==> src/sv/apss_pkg.sv <==
package apss_pkg;

  // transfer geometry
  localparam int WORDS_PER_SECTOR = 256;

  // descriptor queue sizing
  localparam int QUEUE_DEPTH = 4;
  localparam int QUEUE_PTR_W = $clog2(QUEUE_DEPTH);
  localparam int QUEUE_CNT_W = $clog2(QUEUE_DEPTH + 1);

  // input item modes
  localparam logic [1:0] MODE_REQUEST = 2'd0;
  localparam logic [1:0] MODE_STATUS  = 2'd1;
  localparam logic [1:0] MODE_DATA    = 2'd2;

  // result kinds
  localparam logic [1:0] KIND_PORT_READ  = 2'd0;
  localparam logic [1:0] KIND_PORT_WRITE = 2'd1;
  localparam logic [1:0] KIND_WORD       = 2'd2;
  localparam logic [1:0] KIND_DONE       = 2'd3;

  // completion outcomes
  localparam logic [1:0] OUTCOME_OK     = 2'd0;
  localparam logic [1:0] OUTCOME_REJECT = 2'd1;
  localparam logic [1:0] OUTCOME_FAIL   = 2'd2;

  // task-file offsets
  localparam logic [2:0] PORT_DATA     = 3'd0;
  localparam logic [2:0] PORT_COUNT    = 3'd2;
  localparam logic [2:0] PORT_LBA_LO   = 3'd3;
  localparam logic [2:0] PORT_LBA_MID  = 3'd4;
  localparam logic [2:0] PORT_LBA_HI   = 3'd5;
  localparam logic [2:0] PORT_DRIVE    = 3'd6;
  localparam logic [2:0] PORT_COMMAND  = 3'd7;

  // status bits
  localparam int ST_BSY_BIT = 7;
  localparam int ST_DRQ_BIT = 3;
  localparam int ST_ERR_BIT = 0;

  // task-file values
  localparam logic [7:0] DRIVE_SELECT = 8'hE0;
  localparam logic [3:0] LBA_TOP_MASK = 4'hF;
  localparam logic [7:0] CMD_READ     = 8'h20;
  localparam logic [7:0] CMD_WRITE    = 8'h30;

  // configuration
  localparam logic        REG_DRIVE_PRESENT = 1'b0;
  localparam logic        REG_POLL_LIMIT    = 1'b1;
  localparam logic [19:0] POLL_LIMIT_RESET  = 20'd1000000;

  typedef struct packed {
    logic        drive_present;
    logic [19:0] poll_limit;
  } cfg_t;

  // what the back end must emit for one accepted item
  typedef enum logic [2:0] {
    OP_REJECT = 3'd0,
    OP_POLL   = 3'd1,
    OP_SETUP  = 3'd2,
    OP_FAIL   = 3'd3,
    OP_DONE   = 3'd4,
    OP_FETCH  = 3'd5,
    OP_DATA   = 3'd6
  } op_t;

  // follow-up result after a data word
  typedef enum logic [1:0] {
    TAIL_NONE  = 2'd0,
    TAIL_FETCH = 2'd1,
    TAIL_POLL  = 2'd2,
    TAIL_DONE  = 2'd3
  } tail_t;

  typedef struct packed {
    op_t         op;
    tail_t       tail;
    logic        direction;
    logic [27:0] sector_address;
    logic [7:0]  sectors_left;
    logic [15:0] word;
  } desc_t;

endpackage

==> src/sv/apss_front.sv <==
module apss_front (
  input  logic                 clk,
  input  logic                 rst,
  input  apss_pkg::cfg_t       cfg,
  input  logic                 accept,
  input  logic [1:0]           mode,
  input  logic [27:0]          block_address,
  input  logic [7:0]           sector_total,
  input  logic                 is_write,
  input  logic [7:0]           status_byte,
  input  logic [15:0]          data_word,
  output logic                 push,
  output apss_pkg::desc_t      desc
);

  typedef enum logic [5:0] {
    PH_IDLE  = 6'b000001,
    PH_PRE   = 6'b000010,
    PH_BSY   = 6'b000100,
    PH_DRQ   = 6'b001000,
    PH_DATA  = 6'b010000,
    PH_FINAL = 6'b100000
  } phase_t;

  phase_t      phase, phase_next;
  logic        direction, direction_next;
  logic [27:0] sector_address, sector_address_next;
  logic [7:0]  sectors_left, sectors_left_next;
  logic [7:0]  word_index, word_index_next;
  logic [19:0] polls_done, polls_done_next;

  logic [19:0] limit;
  logic [19:0] polls_inc;
  logic        expired;
  logic        bsy, drq, err;
  logic        sector_end;
  logic [7:0]  sectors_dec;

  // poll accounting: a zero limit acts as one
  assign limit      = (cfg.poll_limit == '0) ? 20'd1 : cfg.poll_limit;
  assign polls_inc  = polls_done + 20'd1;
  assign expired    = polls_inc >= limit;
  assign bsy        = status_byte[apss_pkg::ST_BSY_BIT];
  assign drq        = status_byte[apss_pkg::ST_DRQ_BIT];
  assign err        = status_byte[apss_pkg::ST_ERR_BIT];
  assign sector_end = ({1'b0, word_index} + 9'd1) >= 9'(apss_pkg::WORDS_PER_SECTOR);
  assign sectors_dec = sectors_left - 8'd1;

  // classify the item and step the transfer state
  always_comb begin
    phase_next          = phase;
    direction_next      = direction;
    sector_address_next = sector_address;
    sectors_left_next   = sectors_left;
    word_index_next     = word_index;
    polls_done_next     = polls_done;
    push                = 1'b0;
    desc.op             = apss_pkg::OP_POLL;
    desc.tail           = apss_pkg::TAIL_NONE;
    desc.direction      = direction;
    desc.sector_address = sector_address;
    desc.sectors_left   = sectors_left;
    desc.word           = data_word;
    if (accept) begin
      unique case (mode)
        apss_pkg::MODE_REQUEST: begin
          push = 1'b1;
          if (phase != PH_IDLE || !cfg.drive_present || sector_total == '0) begin
            desc.op = apss_pkg::OP_REJECT;
          end else begin
            direction_next      = is_write;
            sector_address_next = block_address;
            sectors_left_next   = sector_total;
            word_index_next     = '0;
            polls_done_next     = '0;
            phase_next          = PH_PRE;
            desc.op             = apss_pkg::OP_POLL;
          end
        end
        apss_pkg::MODE_STATUS: begin
          unique case (phase)
            PH_PRE: begin
              push = 1'b1;
              if (!bsy || expired) begin
                desc.op         = apss_pkg::OP_SETUP;
                polls_done_next = '0;
                phase_next      = PH_BSY;
              end else begin
                polls_done_next = polls_inc;
              end
            end
            PH_BSY: begin
              push = 1'b1;
              if (!bsy) begin
                polls_done_next = '0;
                phase_next      = PH_DRQ;
              end else if (expired) begin
                polls_done_next = polls_inc;
                phase_next      = PH_IDLE;
                desc.op         = apss_pkg::OP_FAIL;
              end else begin
                polls_done_next = polls_inc;
              end
            end
            PH_DRQ: begin
              polls_done_next = polls_inc;
              push            = 1'b1;
              if (err) begin
                phase_next = PH_IDLE;
                desc.op    = apss_pkg::OP_FAIL;
              end else if (drq) begin
                polls_done_next = '0;
                word_index_next = '0;
                phase_next      = PH_DATA;
                push            = !direction;
                desc.op         = apss_pkg::OP_FETCH;
              end else if (expired) begin
                phase_next = PH_IDLE;
                desc.op    = apss_pkg::OP_FAIL;
              end
            end
            PH_FINAL: begin
              polls_done_next = polls_inc;
              push            = 1'b1;
              if (!bsy || expired) begin
                phase_next = PH_IDLE;
                desc.op    = apss_pkg::OP_DONE;
              end
            end
            default: begin
              push = 1'b0;
            end
          endcase
        end
        apss_pkg::MODE_DATA: begin
          if (phase == PH_DATA) begin
            push    = 1'b1;
            desc.op = apss_pkg::OP_DATA;
            if (!sector_end) begin
              word_index_next = word_index + 8'd1;
              desc.tail       = direction ? apss_pkg::TAIL_NONE : apss_pkg::TAIL_FETCH;
            end else begin
              word_index_next   = '0;
              polls_done_next   = '0;
              sectors_left_next = sectors_dec;
              if (sectors_dec != '0) begin
                phase_next = PH_BSY;
                desc.tail  = apss_pkg::TAIL_POLL;
              end else if (direction) begin
                phase_next = PH_FINAL;
                desc.tail  = apss_pkg::TAIL_POLL;
              end else begin
                phase_next = PH_IDLE;
                desc.tail  = apss_pkg::TAIL_DONE;
              end
            end
          end
        end
        default: begin
          push = 1'b0;
        end
      endcase
    end
  end

  // transfer state
  always_ff @(posedge clk) begin
    if (rst) begin
      phase          <= PH_IDLE;
      direction      <= 1'b0;
      sector_address <= '0;
      sectors_left   <= '0;
      word_index     <= '0;
      polls_done     <= '0;
    end else begin
      phase          <= phase_next;
      direction      <= direction_next;
      sector_address <= sector_address_next;
      sectors_left   <= sectors_left_next;
      word_index     <= word_index_next;
      polls_done     <= polls_done_next;
    end
  end

endmodule

==> src/sv/apss_queue.sv <==
module apss_queue (
  input  logic            clk,
  input  logic            rst,
  input  logic            push,
  input  apss_pkg::desc_t push_desc,
  output logic            full,
  input  logic            pop,
  output logic            head_valid,
  output apss_pkg::desc_t head
);

  apss_pkg::desc_t                   entries [apss_pkg::QUEUE_DEPTH];
  logic [apss_pkg::QUEUE_PTR_W-1:0]  wr_ptr;
  logic [apss_pkg::QUEUE_PTR_W-1:0]  rd_ptr;
  logic [apss_pkg::QUEUE_CNT_W-1:0]  count;
  logic                              do_push;
  logic                              do_pop;

  assign full       = count == apss_pkg::QUEUE_CNT_W'(apss_pkg::QUEUE_DEPTH);
  assign head_valid = count != '0;
  assign head       = entries[rd_ptr];
  assign do_push    = push && !full;
  assign do_pop     = pop && head_valid;

  // descriptor storage
  always_ff @(posedge clk) begin
    if (do_push) begin
      entries[wr_ptr] <= push_desc;
    end
  end

  // pointers and fill count
  always_ff @(posedge clk) begin
    if (rst) begin
      wr_ptr <= '0;
      rd_ptr <= '0;
      count  <= '0;
    end else begin
      if (do_push) begin
        wr_ptr <= wr_ptr + apss_pkg::QUEUE_PTR_W'(1);
      end
      if (do_pop) begin
        rd_ptr <= rd_ptr + apss_pkg::QUEUE_PTR_W'(1);
      end
      if (do_push && !do_pop) begin
        count <= count + apss_pkg::QUEUE_CNT_W'(1);
      end else if (do_pop && !do_push) begin
        count <= count - apss_pkg::QUEUE_CNT_W'(1);
      end
    end
  end

endmodule

==> src/sv/apss_back.sv <==
module apss_back (
  input  logic            clk,
  input  logic            rst,
  input  logic            head_valid,
  input  apss_pkg::desc_t head,
  output logic            pop,
  output logic            res_valid,
  input  logic            res_stall,
  output logic [1:0]      kind,
  output logic [2:0]      port_offset,
  output logic [15:0]     value,
  output logic [1:0]      outcome,
  output logic            last
);

  typedef struct packed {
    logic [1:0]  kind;
    logic [2:0]  port_offset;
    logic [15:0] value;
    logic [1:0]  outcome;
    logic        last;
  } res_t;

  logic [2:0] step;
  logic       load;
  res_t       res;

  // follow-up result after a data word
  function automatic res_t tail_result(apss_pkg::tail_t tail);
    res_t r;
    r = '0;
    r.last = 1'b1;
    unique case (tail)
      apss_pkg::TAIL_FETCH: begin
        r.kind        = apss_pkg::KIND_PORT_READ;
        r.port_offset = apss_pkg::PORT_DATA;
      end
      apss_pkg::TAIL_POLL: begin
        r.kind        = apss_pkg::KIND_PORT_READ;
        r.port_offset = apss_pkg::PORT_COMMAND;
      end
      apss_pkg::TAIL_DONE: begin
        r.kind    = apss_pkg::KIND_DONE;
        r.outcome = apss_pkg::OUTCOME_OK;
      end
      default: begin
        r.kind = apss_pkg::KIND_DONE;
      end
    endcase
    return r;
  endfunction

  // one result of a descriptor, chosen by step
  always_comb begin
    res = '0;
    unique case (head.op)
      apss_pkg::OP_REJECT: begin
        res.kind    = apss_pkg::KIND_DONE;
        res.outcome = apss_pkg::OUTCOME_REJECT;
        res.last    = 1'b1;
      end
      apss_pkg::OP_POLL: begin
        res.kind        = apss_pkg::KIND_PORT_READ;
        res.port_offset = apss_pkg::PORT_COMMAND;
        res.last        = 1'b1;
      end
      apss_pkg::OP_FAIL: begin
        res.kind    = apss_pkg::KIND_DONE;
        res.outcome = apss_pkg::OUTCOME_FAIL;
        res.last    = 1'b1;
      end
      apss_pkg::OP_DONE: begin
        res.kind    = apss_pkg::KIND_DONE;
        res.outcome = apss_pkg::OUTCOME_OK;
        res.last    = 1'b1;
      end
      apss_pkg::OP_FETCH: begin
        res.kind        = apss_pkg::KIND_PORT_READ;
        res.port_offset = apss_pkg::PORT_DATA;
        res.last        = 1'b1;
      end
      apss_pkg::OP_DATA: begin
        if (step == 3'd0) begin
          res.kind        = head.direction ? apss_pkg::KIND_PORT_WRITE
                                           : apss_pkg::KIND_WORD;
          res.port_offset = apss_pkg::PORT_DATA;
          res.value       = head.word;
          res.last        = head.tail == apss_pkg::TAIL_NONE;
        end else begin
          res = tail_result(head.tail);
        end
      end
      apss_pkg::OP_SETUP: begin
        res.kind = apss_pkg::KIND_PORT_WRITE;
        unique case (step)
          3'd0: begin
            res.port_offset = apss_pkg::PORT_DRIVE;
            res.value = {8'd0, apss_pkg::DRIVE_SELECT
                               | {4'd0, head.sector_address[27:24] & apss_pkg::LBA_TOP_MASK}};
          end
          3'd1: begin
            res.port_offset = apss_pkg::PORT_COUNT;
            res.value       = {8'd0, head.sectors_left};
          end
          3'd2: begin
            res.port_offset = apss_pkg::PORT_LBA_LO;
            res.value       = {8'd0, head.sector_address[7:0]};
          end
          3'd3: begin
            res.port_offset = apss_pkg::PORT_LBA_MID;
            res.value       = {8'd0, head.sector_address[15:8]};
          end
          3'd4: begin
            res.port_offset = apss_pkg::PORT_LBA_HI;
            res.value       = {8'd0, head.sector_address[23:16]};
          end
          3'd5: begin
            res.port_offset = apss_pkg::PORT_COMMAND;
            res.value = {8'd0, head.direction ? apss_pkg::CMD_WRITE : apss_pkg::CMD_READ};
          end
          default: begin
            res.kind        = apss_pkg::KIND_PORT_READ;
            res.port_offset = apss_pkg::PORT_COMMAND;
            res.last        = 1'b1;
          end
        endcase
      end
      default: begin
        res.kind = apss_pkg::KIND_DONE;
        res.last = 1'b1;
      end
    endcase
  end

  // output register takes a new result whenever it is empty or moving
  assign load = !res_valid || !res_stall;
  assign pop  = head_valid && load && res.last;

  always_ff @(posedge clk) begin
    if (rst) begin
      res_valid <= 1'b0;
      step      <= '0;
    end else if (load) begin
      res_valid <= head_valid;
      if (head_valid) begin
        step <= res.last ? 3'd0 : step + 3'd1;
      end
    end
  end

  // result payload
  always_ff @(posedge clk) begin
    if (load && head_valid) begin
      kind        <= res.kind;
      port_offset <= res.port_offset;
      value       <= res.value;
      outcome     <= res.outcome;
      last        <= res.last;
    end
  end

endmodule

==> src/sv/ata_pio_sector_sequencer_unit.sv <==
// channel   direction  handshake              payload
// req       in         req_valid / req_stall  mode block_address sector_total is_write
//                                             status_byte data_word
// res       out        res_valid / res_stall  kind port_offset value outcome last
// cfg       in         psel penable pwrite    paddr pwdata prdata pready
//
// the front end takes one item per cycle while its four-entry descriptor queue has room
// the back end sends one result per cycle while res_stall is low; an item yields up to
// seven results, none when dropped, seven for task-file setup after the first status poll
// the back end's single result register sets the rate: one result a cycle unless stalled
// synchronous reset empties the queue and output register and returns to idle
// req_stall is high only while the descriptor queue is full
module ata_pio_sector_sequencer_unit (
  input  logic        clk,
  input  logic        rst,
  input  logic        req_valid,
  output logic        req_stall,
  input  logic [1:0]  mode,
  input  logic [27:0] block_address,
  input  logic [7:0]  sector_total,
  input  logic        is_write,
  input  logic [7:0]  status_byte,
  input  logic [15:0] data_word,
  output logic        res_valid,
  input  logic        res_stall,
  output logic [1:0]  kind,
  output logic [2:0]  port_offset,
  output logic [15:0] value,
  output logic [1:0]  outcome,
  output logic        last,
  input  logic        psel,
  input  logic        penable,
  input  logic        pwrite,
  input  logic [2:0]  paddr,
  input  logic [31:0] pwdata,
  output logic [31:0] prdata,
  output logic        pready
);

  apss_pkg::cfg_t  cfg;
  apss_pkg::desc_t push_desc;
  apss_pkg::desc_t head;
  logic            push;
  logic            full;
  logic            pop;
  logic            head_valid;
  logic            accept;
  logic            cfg_write;

  // configuration registers
  assign pready    = 1'b1;
  assign cfg_write = psel && penable && pwrite && pready;

  always_ff @(posedge clk) begin
    if (rst) begin
      cfg.drive_present <= 1'b0;
      cfg.poll_limit    <= apss_pkg::POLL_LIMIT_RESET;
    end else if (cfg_write) begin
      if (paddr[2] == apss_pkg::REG_DRIVE_PRESENT) begin
        cfg.drive_present <= pwdata[0];
      end else begin
        cfg.poll_limit <= pwdata[19:0];
      end
    end
  end

  assign prdata = (paddr[2] == apss_pkg::REG_POLL_LIMIT) ? {12'd0, cfg.poll_limit}
                                                         : {31'd0, cfg.drive_present};

  // input transfer
  assign req_stall = full;
  assign accept    = req_valid && !req_stall;

  apss_front u_front (
    .clk           (clk),
    .rst           (rst),
    .cfg           (cfg),
    .accept        (accept),
    .mode          (mode),
    .block_address (block_address),
    .sector_total  (sector_total),
    .is_write      (is_write),
    .status_byte   (status_byte),
    .data_word     (data_word),
    .push          (push),
    .desc          (push_desc)
  );

  apss_queue u_queue (
    .clk        (clk),
    .rst        (rst),
    .push       (push),
    .push_desc  (push_desc),
    .full       (full),
    .pop        (pop),
    .head_valid (head_valid),
    .head       (head)
  );

  apss_back u_back (
    .clk         (clk),
    .rst         (rst),
    .head_valid  (head_valid),
    .head        (head),
    .pop         (pop),
    .res_valid   (res_valid),
    .res_stall   (res_stall),
    .kind        (kind),
    .port_offset (port_offset),
    .value       (value),
    .outcome     (outcome),
    .last        (last)
  );

endmodule
==> config.mk <==
export PLATFORM = sky130hd
export DESIGN_NAME = ata_pio_sector_sequencer_unit
export DESIGN_NICKNAME = d
export VERILOG_FILES = /design/src/sv/apss_pkg.sv /design/src/sv/apss_front.sv /design/src/sv/apss_queue.sv /design/src/sv/apss_back.sv /design/src/sv/ata_pio_sector_sequencer_unit.sv
export SDC_FILE = /design/constraint.sdc
export NUM_CORES = 1
export LEC_CHECK = 0
export BUFFER_PORTS_ARGS = -buffer_cell sky130_fd_sc_hd__buf_2
export CELL_PAD_IN_SITES_DETAIL_PLACEMENT = 0
export CELL_PAD_IN_SITES_GLOBAL_PLACEMENT = 1
export CORE_MARGIN = 2
export CORE_UTILIZATION = 48
export CTS_CLUSTER_DIAMETER = 100
export DETAILED_ROUTE_END_ITERATION = 7
export MAX_ROUTING_LAYER = met4
export PLACE_DENSITY_LB_ADDON = 0.05
export SYNTH_ARGS = -nofsm -noshare
export SYNTH_HDL_FRONTEND = slang
export SYNTH_SLANG_ARGS = --single-unit
==> constraint.sdc <==
create_clock -name clk -period 5.9 [get_ports clk]
set_input_delay 1.18 -clock clk [delete_from_list [all_inputs] [get_ports clk]]
set_output_delay 1.18 -clock clk [all_outputs]
set_load 0.1 [all_outputs]
; ---- After elaboration in Yosys (flattened, before gate mapping)
; Memory sizes are Yosys's and may differ from the RTL's. A register that Yosys moved wholly into a read port is not among the register bits.
; Cells that the tools add are included.
[classes]
n_addsub = 9
magnitude_cmp = 2
n_eq_ne = 30
muxes = 79
bitwise = 2
n_reduce_logical = 44
[ops]
columns = cell, count
row1 = 2-to-1 mux 20 bit, 9
row2 = case mux 20 bit (4 select lines), 1
row3 = 2-to-1 mux 8 bit, 9
row4 = 2-to-1 mux 6 bit, 11
row5 = case mux 20 bit (3 select lines), 1
row6 = case mux 8 bit (6 select lines), 1
row7 = case mux 16 bit (2 select lines), 1
row8 = 2-to-1 mux 3 bit, 8
row9 = case mux 6 bit (4 select lines), 1
row10 = case mux 8 bit (3 select lines), 1
row11 = 2-to-1 mux 21 bit, 1
row12 = "adder 20 x 1 -> 20 bit, second input constant", 1
row13 = greater-or-equal comparator 20 bit, 1
row14 = zero test 20 bit, 1
row15 = 2-to-1 mux 2 bit, 9
row16 = case mux 3 bit (3 select lines), 2
row17 = case mux 6 bit (3 select lines), 1
row18 = case mux 8 bit (2 select lines), 1
row19 = "== test 3 bit, second input constant", 5
row20 = 2-to-1 mux 5 bit, 3
row21 = case mux 3 bit (5 select lines), 1
row22 = "== test 3 x 2 -> 1 bit, second input constant", 4
row23 = 2-to-1 mux 1 bit, 12
row24 = case mux 3 bit (4 select lines), 1
row25 = other kinds (43), 80
[totals]
register_bits = 127
ramBits = 232
in_bits = 105
output_inout_bits = 59
word_cells = 185
memories = 1
[mem_list]
columns = name, words, width, rd, rd_ports_with_merged_regs, wr, line
row1 = u_queue.entries, 4, 58, 1, 1, 1, apss_queue.sv:12  ; apss_pkg::desc_t entries [apss_pkg::QUEUE_DEPTH];

; ---- Longest topological paths before layout
; Gate-level depths: netlist of run 1.
[depth]
depth_word = 11
ltp_mapped = 18
mapped_depth_nobuf = 15

; ---- Cells and area by module
; A second synthesis of run 1 with hierarchy kept.
[unflattened]
hier_cells = 1241
hier_area_um2 = 16150.5
[modules_own_cells]
columns = module, n_inst, cells_per_inst, area_per_inst_um2, seq_area_each_um2
row1 = apss_queue, 1, 351, 8852.2, 7146.9
row2 = apss_front, 1, 612, 4469.3, 1421.4
row3 = apss_back, 1, 148, 1641.6, 800.8
row4 = ata_pio_sector_sequencer_unit, 1, 130, 1187.4, 420.4

; ---- Least setup slack after synthesis of run 1
; OpenSTA, ideal clock, no wires.
[synth_timing]
path_type = register -> register
startpoint = register with a tool-made name
endpoint = register u_queue.count[2] (netlist name)
setup_ps = 71
arrival_ps = 4345
t_required_ps = 5829
setup_slack_ps = 1484
stages_incl_launch_ff = 19
path_buffers = 6
period_less_slack_ps = 4416
cell_sequence = dfxtp_1 clkbuf_1 buf_2 buf_1 buf_2 mux4_2 inv_1 ha_1 clkbuf_1 o31ai_1 and2_1 clkbuf_1 inv_1 ha_1 inv_1 fa_1 xor2_1 or3_1 a21oi_1
[synth_lines]
columns = item, line
row1 = to (signal assigned), apss_queue.sv:46  ; count <= count + apss_pkg::QUEUE_CNT_W'(1);
row2 = to (signal assigned), apss_queue.sv:48  ; count <= count - apss_pkg::QUEUE_CNT_W'(1);
row3 = to (decl), apss_queue.sv:15  ; logic [apss_pkg::QUEUE_CNT_W-1:0] count;

==> results.cfg, run 1 <==
[min_path]
min_from = cfg[15]
min_path_cells = 2
hp-class = reg2reg

[synth]
synth_top_area_cell = edfxtp_1
ys.flop_type = edfxtp_1
synthTopCellsByArea = edfxtp_1 49%, dfxtp_1 13%, mux4_2 8.3%, ha_1 3.7%, nand2_1 3.4%
async_reset_ff_share_pct = 0
yosysTopAreaCellShare_pct = 48.8
syn-cell-area_sq_um = 15800
synthDistinctLibCells = 70
seq_area_frac_synth_pct = 62.1
syn_area_per_cell_sq_um = 13.0
synth_seq_cells = 361
synth_edf_count = 256
ys_warn_count = 0
synthCells = 1211

[detailed_routing]
vias_per_cell = 5.47
vias = 9887
wl_per_cell_microns = 19.0
drtIter0Drc = 637
drt_wl_total_mm = 34.3
antenna_left = 0
remaining_drc_errors = 0
detail_route.first_pass.iterations = 5

[sta]
max-slew-margin-rel_pct = 28.9
final-max-slew-violation-count = 0
skew_ps = 16.4
fmax_mhz = 219
rsz0062_at_grt = false
min_period_ps = 4570
whs_ps = 471
setup_violations = 0
tightest_slew_ps = 1060
setup_tns_ps = 0
finalCritPeriodShare_pct = 77.4
final-hold-violation-count = 0

[critical_path]
crit_buf_inv = 0
worstPathArrival_ps = 4880
crit_type = reg2reg
critPathMaxFanout = 7
rrSetupSlack_ps = 1330
regToRegEndpoint = u_queue.entries[3][56]
startpoint = u_front.polls_done[0]
cp-end-kind = flip-flop
cp.required_ps = 6210
endpoint = u_queue.entries[3][56]
r2r_start = u_front.polls_done[0]
cp_slowest_stage_delay_ps = 620
crit_path_top_delay_cell = or4_1
crit_chain = and3_1 -> nand3_1 -> nor2_1 -> and3_1 -> nand3_1 -> xnor2_1 -> ha_1 -> nand4_1 -> or4_1 -> o211ai_1 -> a21oi_1 -> o32a_1 -> a21oi_1
crit_family = simple AND/OR/NAND/NOR gates
startpoint_type = flip-flop
reg2reg_depth = 13
cp_num_cells = 13

[power]
sw_frac_of_total_pct = 33.4
seqPwrFrac_pct = 42.1
peakVddDrop_mv = 0.285
p_leak_uw = 0.00662
comb_power_share_pct = 25.0
powerDensity_nw_per_um2 = 395
p_int_uw = 4740
clockPowerShare_pct = 32.9
p_switching_uw = 2380

[layout]
finalCoreUtilization_pct = 55.6
fin_nets = 1488
syn_to_final_growth_pct = 14.5
diodes = 0
drive_above_1_share_pct = 20.5
fin_area_sq_um = 18000

[floorplan]
num_rows = 66
fp.dieH_microns = 185
dieWidth_microns = 185
initial_core_util_pct = 48.6
pin_count = 164
placeableCoreArea_sq_um = 32500
die_area_sq_um = 34300

[clock_network]
clock_latency_ps = 530
cts_resized = 0
cts_buffers = 39
clock_path_buffers = 3
ctsHoldBuffers = 0
clock-sinks = 361
clk_pin_slew_ps = 60
cts_setup_buffers = 0
h-tree-depth = 2
root_buffer = clkbuf_16
tritoncts = built

[grt]
antenna_found_initial = 0
grt_max_degree = 84
grt.total_usage_pct = 20.9
grt_pass1_wl_mm = 53.8
grt_pass1_vias = 9596
grt_overflow_total = 0

[placed_design]
dpl.hpwl_mm = 22.5
place_area_sq_um = 16800
place.gp.congestion = 0.840
port_buffers = 131

[run_status]
run_status = completed

[run]
cap_violations = 0
## cells in the final DEF (no fill, tap or decap), types with 12 or more instances in the layout
| cell type | instances |
|---|---|
| xor2_1 | 15 |
| buf_2 | 131 |
| dfxtp_1 | 103 |
| a211oi_1 | 14 |
| clkbuf_16 | 40 |
| mux4_2 | 58 |
| edfxtp_1 | 256 |
| and3_1 | 23 |
| xnor2_1 | 16 |
| a22oi_1 | 12 |
| clkbuf_1 | 14 |
| ha_1 | 46 |
| inv_1 | 51 |
| o21ai_0 | 36 |
| nor2_1 | 83 |
| a21oi_1 | 73 |
| buf_4 | 15 |
| nand3_1 | 17 |
| nor3_1 | 14 |
| a22o_1 | 12 |
| nand2_1 | 144 |
| conb_1 | 13 |
## layout make-up
class / instances / area [sq um]
fillers: 2768 / 14400
flip-flops and latches: 361 / 9790
multi-input cells: 736 / 5490
clock buffers: 57 / 1090
repair buffers: 147 / 788
well taps: 442 / 553
inverters: 51 / 191
clock inverters: 15 / 139
## power by group through the flow
stage / Combinational (uW) / Clock (uW) / Sequential [uW]
6_report: 1780 / 2340 / 3000
5_1_grt: 1900 / 2500 / 3020
4_1_cts: 1800 / 2400 / 3000
3_5_place_dp: 1790 / 0 / 3050
3_3_place_gp: 1790 / 0 / 3050
2_1_floorplan: 852 / 0 / 3620
## cells by family (layout without fill, tap and decap cells)
kind of cell	after synthesis	after routing	share of synthesized area, %
xor gates and xnor gates	31	31	1.72
other	2	13	0.0477
buffers and inverters	125	270	3.44
and+or+nand+nor	364	364	10.9
muxes	67	67	8.87
AOI/OAI and AO/OA	214	214	9.13
adders and majority gates	47	47	3.78
DFF	361	361	62.1
## layer usage
metal / wire, microns / GRT usage [%] / up-vias
met5: 0 / - / -
met4: 488 / 4.60 / 0
met3: 1460 / 2.93 / 41
met2: 16300 / 32.9 / 243
met1: 16000 / 29.0 / 4834
li1: - / - / 4769
## flip-flops by register name (all words and copies together) (netlist names), named ones only
register                flops
u_queue.entries           232
u_front.sector_address     28
cfg                        21
u_front.polls_done         20
u_back.value               16
u_front.sectors_left        8
u_front.word_index          8
u_front.phase               6
u_back.port_offset          3
u_back.step                 3
u_queue.count               3
u_back.kind                 2
u_back.outcome              2
u_queue.rd_ptr              2
u_queue.wr_ptr              2
u_back.last                 1
u_back.res_valid            1
u_front.direction           1
## Yosys cell counts (8+ instances only)
cell type and count:
edfxtp_1 256, nand2_1 144, dfxtp_1 105, nor2_1 84
a21oi_1 74, mux4_2 58, inv_1 51, ha_1 46
clkbuf_1 44, o21ai_0 36, and3_1 23, nand3_1 17
xnor2_1 16, xor2_1 15, a211oi_1 14, buf_4 14
nor3_1 14, a22o_1 12, a22oi_1 12, nand4_1 11
and2_1 10, buf_1 10, nand2b_1 10, nor4_1 10
a211o_1 8, mux2i_1 8, nor2b_1 8
## metrics by stage
step / worst slack [ps] / cells / power (uW)
after floorplan: 1480 / 1222 / 4470
after global placement: 1450 / 1737 / 4840
after detailed placement: 1420 / 1737 / 4850
after CTS: 1400 / 1809 / 7200
after global routing: 993 / 1809 / 7410
final: 1330 / 1809 / 7120
## worst min-delay path by stage
stage               endpoint
floorplan             cfg[0]
global placement     cfg[11]
detailed placement   cfg[13]
CTS                  cfg[13]
global route          cfg[5]
finish               cfg[15]
## worst register-to-register path, cell delays in order, from the launching register on
cell      delay, ps
dfxtp_1         410
and3_1          180
nand3_1         150
nor2_1          420
and3_1          360
nand3_1         140
xnor2_1         170
ha_1            320
nand4_1         200
or4_1           620
o211ai_1        560
a21oi_1         150
o32a_1          360
a21oi_1         320
(Power assumes the default switching activity.)
==> run 2: changes to the inputs <==
--- a/config.mk
+++ b/config.mk
@@ -9,7 +9,7 @@
 export CELL_PAD_IN_SITES_DETAIL_PLACEMENT = 0
 export CELL_PAD_IN_SITES_GLOBAL_PLACEMENT = 1
 export CORE_MARGIN = 2
-export CORE_UTILIZATION = 48
+export CORE_UTILIZATION = 44
 export CTS_CLUSTER_DIAMETER = 100
 export DETAILED_ROUTE_END_ITERATION = 7
 export MAX_ROUTING_LAYER = met4
==> constraint.sdc (replaced) <==
create_clock -name clk -period 3.85 [get_ports clk]
set_input_delay 0.77 -clock clk [delete_from_list [all_inputs] [get_ports clk]]
set_output_delay 0.77 -clock clk [all_outputs]
set_load 0.1 [all_outputs]
==> run 2 against run 1 <==
  * Combinational power increased by 61%
  * Critical endpoint is now u_queue.entries[0][57]
  * Via count rose by 2.5%
  * Utilization decreased by 2.7 points
  * Sequential cell count unchanged
  * Total power up 59%
  * Largest cell class unchanged
  * Setup slack worse by 1000 ps
==> results.cfg, run 2 (synthesized netlist as in run 1, its figures left out) <==
[run_status]
run_status = completed

[layout]
top_register = u_queue.entries
top_regs = u_queue.entries x232, u_front.sector_address x28, cfg x21
fin_nets = 1529
fill_cells = 3103
syn_to_final_growth_pct = 18.8
drive_above_1_share_pct = 23.7
diodes = 0
final_common_cell = edfxtp_1
largest_reg_flops = 232
final_cell_mix = 256 x edfxtp_1, 144 x nand2_1, 131 x buf_2

[detailed_routing]
remaining_drc_errors = 0
vias = 10100
antenna_left = 0
detail_route.first_pass.iterations = 7
vias_per_cell = 5.43
drtIter0Drc = 552
drt_wl_total_mm = 36.2
wl_per_cell_microns = 19.4

[critical_path]
crit_chain = and3_1 -> and3_1 -> and3_1 -> nand3_1 -> xnor2_1 -> ha_1 -> nand4_1 -> or4_4 -> o211ai_4 -> nand2_1 -> a31oi_1
worstPathArrival_ps = 3810
regToRegEndpoint = u_queue.entries[0][57]
startpoint = u_front.polls_done[12]
rrSetupSlack_ps = 300
reg2reg_depth = 11
crit_path_top_delay_cell = or4_4
startpoint_type = flip-flop
endpoint = u_queue.entries[0][57]
cp_slowest_stage_delay_ps = 600
critPathMaxFanout = 5
r2r_start = u_front.polls_done[12]
cp.required_ps = 4110
cp-end-kind = flip-flop
crit_type = reg2reg
cp_common_cell = and3_1

[grt]
grt.total_usage_pct = 19.9
grt_pass1_wl_mm = 57.3
grt_max_degree = 54
grt_pass1_vias = 10200
grt_overflow_total = 0
antenna_found_initial = 0

[run]
cap_violations = 0

[sta]
finalCritPeriodShare_pct = 92.2
min_period_ps = 3550
rsz0062_at_grt = false
setup_violations = 0
max-slew-margin-rel_pct = 52.8
setup_ws_ps = 300
skew_ps = 20.8
final-max-slew-violation-count = 0
fmax_mhz = 282
final-hold-violation-count = 0
setup_tns_ps = 0
tightest_slew_ps = 708

[clock_network]
clk_pin_slew_ps = 60
ctsHoldBuffers = 0
cts_buffers = 39
root_buffer = clkbuf_16
clock-sinks = 361
clock_latency_ps = 540
tritoncts = built
clock_path_buffers = 3
h-tree-depth = 2

[placed_design]
place.gp.congestion = 0.856
port_buffers = 131
dp_slack_ps = -8.45
dpl.hpwl_mm = 24.4

[floorplan]
placeableCoreArea_sq_um = 35400
die_area_sq_um = 37300
fp.dieH_microns = 193
initial_core_util_pct = 44.5
pin_count = 164
dieWidth_microns = 193
num_rows = 69

[power]
powerDensity_nw_per_um2 = 606
p_leak_uw = 0.00693
peakVddDrop_mv = 0.667

[min_path]
hp-class = in2reg
run 2: cell types whose count changed in the layout (fill, tap and decap cells not counted), sizes merged:
| cell | change |
|---|---|
| clkinv | -3 |
| buf | +41 |
| clkbuf | -1 |
| bufinv | +4 |
| inv | -1 |
run 2: metrics by stage:
step,total power (uW),utilization (%),instance area [sq um],hold slack [ps],instances
after floorplan,6860,-,15800,446,1222
after global placement,7500,48.9,17300,459,1795
after detailed placement,7510,48.9,17300,467,1795
after global routing,11800,52.9,18700,428,1868
after CTS,11500,52.8,18700,421,1866
final,11300,52.9,18700,444,1868
run 2: worst min path at each step:
stage / from / endpoint / slack (ps) / cells past startpoint
after global placement: cfg[12] / cfg[12] / 460 / 2
after CTS: data_word[6] / u_queue.entries[2][6] / 420 / 1
final: data_word[6] / u_queue.entries[2][6] / 440 / 1
after global routing: data_word[1] / u_queue.entries[3][1] / 430 / 1
after floorplan: cfg[0] / cfg[0] / 450 / 2
after detailed placement: cfg[4] / cfg[4] / 470 / 2
run 2: timing repair:
action / 4_1_cts / 5_1_grt
gates resized for setup: 1 / 9
setup buffers: 0 / 2
hold endpoints to repair: 0 / 0
setup endpoints to repair: 4 / 38
pin swaps: 0 / 2
run 2: critical path, delay by kind of cell (launching register included):
kind	cells	cell delay (ps)
adders and majority gates	1	320
and+or+nand+nor	7	1660
AOI/OAI and AO/OA	2	740
DFF	1	390
xor gates and xnor gates	1	170
run 2: final cells by class:
type / instances / area [sq um] / share of cell area [%]
flip-flops and latches: 361 / 9790 / 52.3
multi-input cells: 736 / 5540 / 29.6
repair buffers: 188 / 1260 / 6.72
clock buffers: 56 / 1120 / 5.98
well taps: 461 / 577 / 3.08
clock inverters: 15 / 253 / 1.35
inverters: 51 / 191 / 1.02
run 2: power by group:
part,switching (uW),internal [uW],leakage (uW)
registers,142,4400,0.00338
clock network,1500,2440,0.000669
logic,2070,787,0.00288
total,3720,7630,0.00693
run 2: metal layers:
metal,track usage [%],part of all wire (%),vias up
met3,2.93,4.8,52
li1,-,-,4865
met1,27.0,46,4949
met5,-,0,-
met4,4.75,1.8,0
met2,32.0,47,269
==> run 3: changes to the inputs <==
==> constraint.sdc (replaced) <==
create_clock -name clk -period 3.85 [get_ports clk]
set_input_delay 0.1925 -clock clk [delete_from_list [all_inputs] [get_ports clk]]
set_output_delay 0.1925 -clock clk [all_outputs]
set_load 0.1 [all_outputs]
==> run 3 against run 2 <==
  * Final area up 3.2%
  * Die area unchanged
  * Critical path depth up 4
  * First-iteration DRC count grew 6.9%
  * Fmax fell by 0.96%
  * Clock skew hardly changed
  * Clock power rose by 4%
  * Sequential cell count stayed put
  * Sequential share of layout area down 1.6 points
==> results.cfg, run 3 (synthesized netlist as in run 1, its figures left out) <==
[run_status]
run_status = completed

[sta]
final-max-slew-violation-count = 0
min_period_ps = 3580
rsz0062_at_grt = false
max-slew-margin-rel_pct = 35.8
final-hold-violation-count = 0
skew_ps = 21.2
setup_violations = 0
whs_ps = 67.1
tightest_slew_ps = 963
finalCritPeriodShare_pct = 93.1
fmax_mhz = 279

[layout]
finalCoreUtilization_pct = 54.6
syn_to_final_growth_pct = 22.6
seq_area_sq_um = 9800
top_regs = u_queue.entries x232, u_front.sector_address x28, cfg x21
fill_cells = 3017
fin_area_sq_um = 19300
fin_nets = 1588
largest_reg_flops = 232
final_common_cell = edfxtp_1
top_register = u_queue.entries
final_cell_count_no_fill = 1929
drive_above_1_share_pct = 22.3
multi_input_area_sq_um = 5540
final_cell_mix = 256 x edfxtp_1, 144 x nand2_1, 131 x buf_2
diodes = 0

[critical_path]
critPathMaxFanout = 7
reg2reg_depth = 15
r2r_start = u_front.polls_done[1]
crit_chain = ha_1 -> nand3_2 -> nor2_4 -> and3_1 -> and2_4 -> nand2_1 -> xnor2_1 -> ha_1 -> nand4_1 -> or4_4 -> o211ai_1 -> buf_4 -> a21oi_1 -> o32a_1 -> a21oi_2
startpoint_type = flip-flop
cp_slowest_stage_delay_ps = 560
cp-end-kind = flip-flop
crit_path_top_delay_cell = or4_4
cp_common_cell = ha_1
cp.required_ps = 4190
worstPathArrival_ps = 3930
regToRegEndpoint = u_queue.entries[0][56]
rrSetupSlack_ps = 270
startpoint = u_front.polls_done[1]
crit_type = reg2reg

[min_path]
hp-class = in2reg
worstHoldEndpoint = u_front.sectors_left[0]
min_from = sector_total[0]
min_path_cells = 3

[power]
clockPowerShare_pct = 35.5
powerDensity_nw_per_um2 = 598
comb_power_share_pct = 25.3
p_int_uw = 7810
seqPwrFrac_pct = 39.2
p_switching_uw = 3750
sw_frac_of_total_pct = 32.5
p_leak_uw = 0.00718
peakVddDrop_mv = 0.858

[detailed_routing]
remaining_drc_errors = 0
detail_route.first_pass.iterations = 5
drtIter0Drc = 590
drt_wl_total_mm = 36.4
vias_per_cell = 5.31
vias = 10200
wl_per_cell_microns = 18.9
antenna_left = 0

[grt]
grt_overflow_total = 0
grt_pass1_wl_mm = 57.9
grt_max_degree = 57
grt.total_usage_pct = 20.1
grt_pass1_vias = 10500
antenna_found_initial = 0

[clock_network]
cts_buffers = 40
clock-sinks = 361
clk_pin_slew_ps = 60
tritoncts = built
h-tree-depth = 2
clock_path_buffers = 3
clock_latency_ps = 540
root_buffer = clkbuf_16

[floorplan]
placeableCoreArea_sq_um = 35400
pin_count = 164
dieWidth_microns = 193
die_area_sq_um = 37300
num_rows = 69
fp.dieH_microns = 193
initial_core_util_pct = 44.5

[placed_design]
dpl.hpwl_mm = 23.7
place.gp.congestion = 0.819
place_area_sq_um = 17100
dp.cells = 1786
port_buffers = 131

[run]
cap_violations = 0
run 3: cell types whose count changed in the layout (fill, tap and decap cells not counted), sizes merged:
cell / previous run / this run
inv: 51 / 53
buf: 188 / 179
clkinvlp: 1 / 2
clkbuf: 56 / 61
clkinv: 8 / 3
dlygate4sd3: 0 / 67
run 3: how the worst max path moves through the flow:
| stage | endpoint | slack [ps] |
|---|---|---|
| 6_report | u_queue.entries[0][56] | 270 |
| 5_1_grt | u_queue.entries[2][56] | 10 |
| 4_1_cts | u_queue.entries[0][56] | 20 |
| 3_5_place_dp | u_queue.entries[3][56] | -20 |
| 3_3_place_gp | u_queue.entries[3][56] | 40 |
| 2_1_floorplan | u_queue.count[2] | 70 |
run 3: area by class of cell:
cell class              instances  share of cell area, %
flip-flops and latches        361                   50.7
inverters                      51                  0.991
multi-input cells             736                   28.7
clock buffers                  61                   6.22
clock inverters                13                   1.28
well taps                     461                   2.98
repair buffers                246                   9.18
run 3: metrics by stage:
| step | setup WS [ps] | total power [uW] | TNS (ps) |
|---|---|---|---|
| 5_1_grt | 13.4 | 12000 | 0 |
| 3_3_place_gp | 37.0 | 7500 | 0 |
| 3_5_place_dp | -18.6 | 7510 | -74.3 |
| 2_1_floorplan | 74.9 | 6860 | 0 |
| 4_1_cts | 15.8 | 11700 | 0 |
| 6_report | 265 | 11600 | 0 |
run 3: metal layers:
metal | share of wire [%] | vias up | GRT usage [%] | wire, microns
li1 | - | 4982 | - | -
met1 | 47 | 4998 | 27.3 | 17000
met2 | 48 | 220 | 32.4 | 17400
met3 | 3.9 | 46 | 2.82 | 1420
met4 | 1.6 | 0 | 4.04 | 567
met5 | 0 | - | - | 0
run 3: power groups by stage:
stage | Clock, uW | Sequential [uW] | Combinational, uW
detailed placement | 0 | 4610 | 2900
global placement | 0 | 4610 | 2890
CTS | 4210 | 4530 | 2960
floorplan | 0 | 5540 | 1310
finish | 4110 | 4530 | 2930
global route | 4380 | 4550 | 3110
run 3: repair_timing:
item | in CTS | in global routing
hold endpoints to repair | 115 | 0
buffers inserted | 0 | 2
gates resized for setup | 3 | 11
pin swaps | 0 | 3
endpoints found under the setup margin | 5 | 38
gates cloned | 0 | 0
hold buffers | 67 | 0
run 3: critical path, delay by kind of cell (launching register included):
kind	cells	cell delay, ps
compound gates	4	820
fa+ha+maj	2	510
simple gates	7	1390
flops	1	370
xor+xnor	1	130
buf+inv	1	180
